<file path="src/rtl/dnv_pkg.sv">
// shared types and constants for the decimal number text validator
`timescale 1ns / 1ps

package dnv_pkg;

    localparam int unsigned CHAR_W  = 8;
    localparam int unsigned COUNT_W = 9;
    localparam logic [COUNT_W-1:0] COUNT_SAT = '1;

    localparam logic [CHAR_W-1:0] CH_POINT   = 8'h2E;
    localparam logic [CHAR_W-1:0] CH_MINUS   = 8'h2D;
    localparam logic [CHAR_W-1:0] CH_PLUS    = 8'h2B;
    localparam logic [CHAR_W-1:0] CH_ZERO    = 8'h30;
    localparam logic [CHAR_W-1:0] CH_NINE    = 8'h39;
    localparam logic [CHAR_W-1:0] CH_EXP_LO  = 8'h65;
    localparam logic [CHAR_W-1:0] CH_EXP_UP  = 8'h45;

    typedef struct packed {
        logic is_point;
        logic is_minus;
        logic is_plus;
        logic is_digit;
        logic is_exp;
    } t_char_class;

endpackage

</file>
<file path="src/rtl/dnv_char_class.sv">
// character classifier: decodes one ascii code into class flags
`timescale 1ns / 1ps

module dnv_char_class
    import dnv_pkg::*;
(
    input  logic [CHAR_W-1:0] i_char_code,
    output t_char_class       o_class
);

    always_comb begin
        o_class.is_point = (i_char_code == CH_POINT);
        o_class.is_minus = (i_char_code == CH_MINUS);
        o_class.is_plus  = (i_char_code == CH_PLUS);
        o_class.is_digit = (i_char_code >= CH_ZERO) && (i_char_code <= CH_NINE);
        o_class.is_exp   = (i_char_code == CH_EXP_LO) || (i_char_code == CH_EXP_UP);
    end

endmodule

</file>
<file path="src/rtl/dnv_token_check.sv">
// per-token state and verdict logic
`timescale 1ns / 1ps

module dnv_token_check
    import dnv_pkg::*;
#(
    parameter int unsigned MAX_LEN = 300
) (
    input  logic        i_clk,
    input  logic        i_rst_n,
    input  logic        i_step,
    input  t_char_class i_class,
    input  logic        i_is_last,
    output logic        o_tok_ok
);

    logic [COUNT_W-1:0] r_count, n_count;
    logic               r_point, n_point;
    logic               r_expect, n_expect;
    logic               r_failed, n_failed;

    logic               first;
    logic               too_long;
    logic               char_bad;
    logic               fail_all;

    always_comb begin
        first    = (r_count == '0);
        too_long = (({1'b0, r_count} + (COUNT_W+1)'(1)) >= (COUNT_W+1)'(MAX_LEN));
        char_bad = 1'b0;
        n_point  = r_point;
        n_expect = r_expect;

        if (r_expect) begin
            n_expect = 1'b0;
            char_bad = !(i_class.is_plus || i_class.is_minus) || i_is_last;
        end else if (i_class.is_point) begin
            char_bad = r_point || i_is_last;
            n_point  = 1'b1;
        end else if (first && i_class.is_minus) begin
            char_bad = i_is_last;
        end else if (i_class.is_digit) begin
            char_bad = 1'b0;
        end else if (i_class.is_exp) begin
            char_bad = first || i_is_last;
            n_expect = 1'b1;
        end else begin
            char_bad = 1'b1;
        end

        fail_all = r_failed || too_long || char_bad;
        o_tok_ok = !fail_all;

        n_failed = fail_all;
        n_count  = (r_count == COUNT_SAT) ? r_count : r_count + COUNT_W'(1);

        // verdict given, start the next token clean
        if (i_is_last) begin
            n_count  = '0;
            n_point  = 1'b0;
            n_expect = 1'b0;
            n_failed = 1'b0;
        end
    end

    always_ff @(posedge i_clk) begin
        if (!i_rst_n) begin
            r_count  <= '0;
            r_point  <= 1'b0;
            r_expect <= 1'b0;
            r_failed <= 1'b0;
        end else if (i_step) begin
            r_count  <= n_count;
            r_point  <= n_point;
            r_expect <= n_expect;
            r_failed <= n_failed;
        end
    end

endmodule

</file>
<file path="src/rtl/decimal_number_text_validator_top.sv">
// Decimal number text validator top level.
// A last character's verdict is registered from the input register into the result register.
// Throughput: one character per cycle unless a last character waits for the result slot;
// the input and result registers admit a new transaction while a verdict waits downstream.
// Reset: synchronous active-low i_rst_n clears the token state and both valid flags.
`timescale 1ns / 1ps

module decimal_number_text_validator_top
    import dnv_pkg::*;
#(
    parameter int unsigned MAX_LEN = 300
) (
    input  logic              i_clk,
    input  logic              i_rst_n,
    input  logic              i_in_valid,
    output logic              o_in_ready,
    input  logic [CHAR_W-1:0] i_char_code,
    input  logic              i_is_last,
    output logic              o_out_valid,
    input  logic              i_out_ready,
    output logic              o_is_valid
);

    logic              r_in_valid;
    logic [CHAR_W-1:0] r_char;
    logic              r_last;
    logic              r_out_valid;
    logic              r_out_ok;

    t_char_class       char_cls;
    logic              tok_ok;
    logic              out_free;
    logic              advance;

    // non-last characters need no result slot
    assign out_free   = !r_out_valid || i_out_ready;
    assign advance    = r_in_valid && (out_free || !r_last);
    assign o_in_ready = !r_in_valid || advance;

    always_ff @(posedge i_clk) begin
        if (!i_rst_n) begin
            r_in_valid <= 1'b0;
        end else if (o_in_ready) begin
            r_in_valid <= i_in_valid;
        end
    end

    always_ff @(posedge i_clk) begin
        if (o_in_ready && i_in_valid) begin
            r_char <= i_char_code;
            r_last <= i_is_last;
        end
    end

    dnv_char_class u_class (
        .i_char_code (r_char),
        .o_class     (char_cls)
    );

    dnv_token_check #(
        .MAX_LEN (MAX_LEN)
    ) u_check (
        .i_clk     (i_clk),
        .i_rst_n   (i_rst_n),
        .i_step    (advance),
        .i_class   (char_cls),
        .i_is_last (r_last),
        .o_tok_ok  (tok_ok)
    );

    always_ff @(posedge i_clk) begin
        if (!i_rst_n) begin
            r_out_valid <= 1'b0;
        end else if (advance && r_last) begin
            r_out_valid <= 1'b1;
        end else if (i_out_ready) begin
            r_out_valid <= 1'b0;
        end
    end

    always_ff @(posedge i_clk) begin
        if (advance && r_last) begin
            r_out_ok <= tok_ok;
        end
    end

    assign o_out_valid = r_out_valid;
    assign o_is_valid  = r_out_ok;

endmodule
</file>
<file path="config.mk">
export PLATFORM = sky130hd
export DESIGN_NAME = decimal_number_text_validator_top
export DESIGN_NICKNAME = d
export VERILOG_FILES = /design/src/rtl/dnv_pkg.sv /design/src/rtl/dnv_char_class.sv /design/src/rtl/dnv_token_check.sv /design/src/rtl/decimal_number_text_validator_top.sv
export SDC_FILE = /design/constraint.sdc
export NUM_CORES = 1
export LEC_CHECK = 0
export ABC_CLOCK_PERIOD_IN_PS = 2000
export BUFFER_PORTS_ARGS = -buffer_cell sky130_fd_sc_hd__buf_2
export CORE_ASPECT_RATIO = 1.75
export CORE_UTILIZATION = 39
export CTS_BUF_LIST = sky130_fd_sc_hd__clkbuf_16
export CTS_CLUSTER_SIZE = 20
export DETAILED_ROUTE_END_ITERATION = 6
export SYNTH_ARGS = -nofsm -noshare
export SYNTH_HDL_FRONTEND = slang
export SYNTH_SLANG_ARGS = --single-unit
</file>
<file path="constraint.sdc">
create_clock -name i_clk -period 2 [get_ports i_clk]
set_input_delay 0.1 -clock i_clk [delete_from_list [all_inputs] [get_ports i_clk]]
set_output_delay 0.1 -clock i_clk [all_outputs]
set_load 0.02 [all_outputs]
</file>
# [Yosys cells after proc, flatten, opt, wreduce, memory -nomap -nowiden]
# Cells that the tools add are included.
[op_classes] mux=19 order_cmp=3 n_addsub=2 eq_ne=8 reduce_logical=25
[ops] cell="$eq A8 B6 Y1 const B" n=3
[ops] cell="$mux W9" n=2
[ops] cell="$mux W1" n=17
[ops] cell="$eq A8 B7 Y1 const B" n=2
[ops] cell="$add A9 B1 Y10 const B" n=1
[ops] cell="$ge A10 B9 Y1 const B" n=1
[ops] cell="$logic_or A1 B1 Y1" n=10
[ops] cell="$add A9 B1 Y9 const B" n=1
[ops] cell="$eq A9 B9 Y1 const B" n=1
[ops] cell="$logic_not A9 Y1" n=1
[ops] cell="$ge A8 B6 Y1 const B" n=1
[ops] cell="$le A8 B6 Y1 const B" n=1
[ops] cell="$logic_and A1 B1 Y1" n=5
[ops] cell="$logic_not A1 Y1" n=5
[ops] cell="$ne A2 B2 Y1 const B" n=2
[ops] cell="$reduce_bool A2 Y1" n=2
[ops] cell="$reduce_and A3 Y1" n=1
[ops] cell="$reduce_and A2 Y1" n=1
[word_totals] input_bits=13 out_inout_bits=3 register_bits=24 elab_cells=66

# [Logic depth before layout (Yosys ltp)]
[logic_depth] depth_word=9 depth_mapped=10 mapped_depth_nobuf=9

# [Cells and area by module]
# From an unflattened synthesis, not the netlist that was laid out.
[unflattened] cells_unflattened=149 area_unflattened_um2=1391.3
[by_module_without_submodules] mod="dnv_token_check" n_inst=1 cells_per_inst=115 area_each_um2=878.3 seq_area_each_um2=240.2
[by_module_without_submodules] mod="decimal_number_text_validator_top" n_inst=1 cells_per_inst=22 area_each_um2=417.9 seq_area_each_um2=340.3
[by_module_without_submodules] mod="dnv_char_class" n_inst=1 cells_per_inst=12 area_each_um2=95.1 seq_area_each_um2=0.0

# [Worst setup path after synthesis]
# No wires, ideal clock.
[synth_timing] kind="flip-flop to flip-flop" startpoint="register u_check.r_count[1]" endpoint="register u_check.r_count[4]" period_less_slack_ns=1.766 slack_ns=0.234 t_arrival_ns=1.647 path_stages_with_launch=10 t_required_ns=1.881 setup_ns=0.119 n_path_buf=2 path_cell_list="dfxtp_1 -> ha_1 -> buf_4 -> nand2_1 -> nor2_1 -> ha_1 -> nand2b_1 -> clkbuf_1 -> o21ai_0 -> o221a_2"
[synth_via] elab_chain_len=3 word_cells_on_any_way=6 classes_between="add/sub (1); eq/ne (2); mux (2); reduce/logical (1)"
[synth_lines] item="from (decl)" line_no="dnv_token_check.sv:17" source="logic [COUNT_W-1:0] r_count, n_count;"
[synth_lines] item="from (signal assigned)" line_no="dnv_token_check.sv:73" source="r_count <= n_count;"
[synth_lines] item="$add A9 B1 Y9 or $eq A9 B9 Y1 (tied branches)" line_no="dnv_token_check.sv:55" source="n_count = (r_count == COUNT_SAT) ? r_count : r_count + COUNT_W'(1);"
[synth_lines] item="$mux W9 or $ne A2 B2 Y1 (tied branches)"
[synth_lines] item="$mux W9 or $reduce_and A2 Y1 (tied branches)"
# Several ways; a longest one is shown, not always the timed one. The select of a mux whose other input is x is not followed.
# A chain may end at the register's enable or synchronous reset.

# [Worst setup path after layout]
[layout_timing] startpoint="register u_check.r_count[0]" endpoint="register u_check.r_failed"
[layout_via] elab_chain_len=9 word_cells_on_any_way=13 classes_between="add/sub (1); order compare (1); mux (6); reduce/logical (5)"
[layout_lines] item="parallel branches: the longest is 7 deep, another holds $add A9 B1 Y10"
[layout_lines] item="$logic_or A1 B1 Y1 (*)" line_no="dnv_token_check.sv:51" source="fail_all = r_failed || too_long || char_bad;"
[layout_lines] item="$mux W1 (*)" line_no="dnv_token_check.sv:58" source="if (i_is_last) begin"
[layout_lines] item="to (signal assigned)" line_no="dnv_token_check.sv:76" source="r_failed <= n_failed;"
[layout_lines] item="to (decl)" line_no="dnv_token_check.sv:20" source="logic r_failed, n_failed;"
# Every way passes the cells marked *.

==> flow_summary.rst <==
.. list-table::
   :header-rows: 1

   * - Metric
     - Value
   * - Status
     - finished clean
   * - Sinks on the clock net
     - 24
   * - Area inside the core boundary
     - around 3100 µm²
   * - Number of CTS-inserted buffers
     - 3
   * - Htree depth
     - 1
   * - Most instantiated flip-flop cell in the synthesis netlist
     - dfxtp_1
   * - Worst Clk Skew
     - about 0.0022 ns
   * - Residual DRC count
     - 0
   * - Capturing element type of the critical path
     - register
   * - Flip-flop and latch count after synthesis
     - 24
   * - Site row count
     - 27
   * - Hold buffer count at CTS
     - 0
   * - Mean area per synthesized cell
     - 9.57 µm²
   * - CTS tree
     - built
   * - Net Count, Synth
     - 150
   * - Vias after detailed routing
     - approximately 1100
   * - Stage delay of the slowest cell on the critical path
     - between 0.5 and 0.6 ns
   * - Most frequently used cell type in the post-synthesis netlist
     - dfxtp_1
   * - Post-synthesis cell area
     - ~1300 µm²
   * - Cells after Synth
     - approximately 130
   * - Number of antenna violations at the first check in global routing
     - 0
   * - Critical path's slowest cell
     - or4_1
   * - Routed met2 length
     - 1650 µm
   * - Max_cap viols
     - 0
   * - Slew headroom
     - 64.2%
   * - Max-slew violation count
     - 0
   * - Buf/Inv on CP
     - 1
   * - Clock root buffer
     - clkbuf_16
   * - Leak
     - 0.000570 µW
   * - M1 wire length
     - approximately 1100 µm
   * - Total setup violations reported at the end of the flow
     - 0
   * - Drt first pass iters
     - 4
   * - Clk Latency, worst-skew pair
     - approximately 0.26 ns
   * - Kind of critical path
     - register to register
   * - Number of routed nets with antenna violations
     - 0
   * - Critical path startpoint category
     - register
   * - Maximum number of pins on one net before global-route repair
     - 15
   * - Count of buffers inserted at the top-level ports
     - 15
   * - Number of antenna diodes
     - 0
   * - Die ar.
     - roughly 3500 µm²
   * - Synthesis-to-finish area growth
     - 21.3%
   * - Remaining Overflow, GRT
     - 0
   * - Initial standard-cell utilization of the core
     - between 40 and 50%
   * - Highest signal layer in the routed design
     - met4
   * - Via count of the first global-routing pass
     - 1139
   * - Post-layout net count
     - between 150 and 200
   * - Routed wire length on met3
     - ~83 µm
   * - Total Wirelength
     - ~2900 µm
   * - Biggest area consumer among synthesized cells
     - edfxtp_1
   * - Number of unique standard cell types used by synthesis
     - 44
   * - Final-layout worst hold slack
     - between 0.01 and 0.015 ns
   * - Detailed placement HPWL
     - 2140 µm
   * - Overall Global Routing Usage
     - about a fifth
   * - Share of synthesized area occupied by flip-flops and latches
     - ~45%
   * - Number of synthesized flops with an enable pin
     - 10
   * - Async set-or-reset flop fraction in the synthesized netlist
     - 0%
   * - Clock-pin slew on the worst setup and hold paths
     - about 0.06 ns
   * - Worst-case register-to-register setup slack
     - approximately 0.10 ns
   * - Die width
     - between 40 and 50 µm
   * - Final cycle utilization of the critical path
     - a little over nine tenths
   * - Time the worst path needs with I/O delays and setup
     - between 1.5 and 2 ns
   * - Boundary pin count
     - 16
   * - Worst Hold Class
     - input port to register
   * - Setup repair after global routing missed its margin
     - no
   * - Power per cell area
     - roughly 680 nW/µm²
   * - Clock buffer depth
     - 2
   * - Number of hold violations in the final report
     - 0
   * - Iter 0 DRT Violations
     - 32
   * - Height of the die
     - approximately 78 µm
   * - Least setup slack across all paths after layout
     - between 0.1 and 0.15 ns
   * - Transition time at the pin with the least slew margin
     - about 0.53 ns
   * - Fraction of post-synthesis cell area in the top cell type by area
     - 23.4%
   * - Maximum resistive drop on vdd
     - ~0.00053 V
   * - Setup Total Neg Slack
     - 0 ns
   * - Upper clock frequency limit
     - roughly 530 MHz
   * - Top cell family by delay on the critical path
     - simple AND/OR/NAND/NOR gates
   * - Post-synth top cells
     - 14 x dfxtp_1, 10 x edfxtp_1, 10 x nor2_1
   * - Arrival time of data at the critical path endpoint
     - between 2 and 2.5 ns
   * - Final weighted congestion in routability-driven placement
     - between 0.9 and 1
   * - Worst slack at placement
     - 0.0807 ns
   * - Total number of yosys warnings
     - 0
   * - Peak fanout along the critical path
     - 6
   * - Worst-path cell chain
     - ha_2 -> buf_4 -> or4_1 -> o311ai_1 -> nor2_2 -> o31a_1
   * - Average wire per standard cell
     - roughly 14 µm
   * - Global-route wire length before repair
     - between 4000 and 5000 µm
   * - Share of post-route cells with drive strength above 1
     - 23.8%
   * - Leading post-synthesis cells by cell area
     - edfxtp_1 23%, dfxtp_1 22%, a21boi_0 3.5%, nor2b_1 3.4%, a21oi_1 3.1%
   * - Worst endpoint required time
     - about 2.2 ns
   * - Vias per cell
     - around 5.5
   * - Final design utilization
     - between 40 and 50%
==> repair_timing <==
item / 4_1_cts / 5_1_grt
endpoints found under the hold margin: 0 / 0
resized for setup: 0 / 2
setup buffers: 0 / 0
setup endpoints to repair: 0 / 7
==> layout make-up <==
cell class	count	area [µm²]
fill	301	1590
multi-input combinational	100	666
sequential	24	581
timing repair buffer	25	150
clock buffer	3	75.1
tap	43	53.8
inverter	7	26.3
clock inverter	1	3.75
==> per-layer routing <==
| metal | vias up | GRT usage [%] |
|---|---|---|
| li1 | 551 | - |
| met1 | 524 | 18.3 |
| met2 | 34 | 34.6 |
| met3 | 11 | 2.09 |
| met4 | 0 | 11.2 |
| met5 | - | 0 |
==> path summary, 6_finish.rpt <==
check,startpoint,cells past startpoint,end
setup / recovery,u_check.r_count[0],6,u_check.r_failed
hold reg to reg,r_in_valid,2,o_out_valid
hold / removal,i_char_code[7],1,r_char[7]
setup reg to reg,u_check.r_count[0],6,u_check.r_failed
==> layout by cell type (no fill, tap or decap), types with 7 or more instances in the layout <==
cell type and count:
o21ai_0 8, buf_2 15, dfxtp_1 14, nor2_1 10, nand2_1 8, inv_1 7, a21oi_1 8, buf_4 10
edfxtp_1 10, nor2b_1 7
==> worst reg2reg max path, cell delays in order, from the launching register on <==
cell and delay (ns):
dfxtp_1 0.34, ha_2 0.23, buf_4 0.15, or4_1 0.54
o311ai_1 0.16, nor2_2 0.07, o31a_1 0.30
==> per-stage QoR <==
step / total power [µW] / cells / area [µm²]
CTS: 1060 / 203 / 1550
finish: 1050 / 203 / 1560
global route: 1100 / 203 / 1560
detailed placement: 625 / 199 / 1470
floorplan: 592 / 134 / 1280
global placement: 623 / 199 / 1470
==> where the power goes <==
group,internal [µW],leakage (µW),total [µW],switching [µW]
combinational,36.0,0.000322,76.2,40.1
clock,267,0.0000385,435,168
sequential,527,0.000210,539,12.0
total,831,0.000570,1050,220
==> kinds of logic after synthesis <==
| logic type | synth area share [%] |
|---|---|
| AO/OA/AOI/OAI | 20.1 |
| multiplexers | 0.781 |
| buffers and inverters | 3.22 |
| flip-flops | 45.3 |
| AND/OR/NAND/NOR | 26.3 |
| XOR/XNOR | 1.37 |
| adder cells (fa/ha/maj) | 2.93 |
==> flip-flops by register name (all words and copies together), names as in the netlist <==
register	flops
u_check.r_count	9
r_char	8
o_is_valid	1
o_out_valid	1
r_in_valid	1
r_last	1
u_check.r_expect	1
u_check.r_failed	1
u_check.r_point	1
No activity file was read; power rests on OpenSTA's default activity.
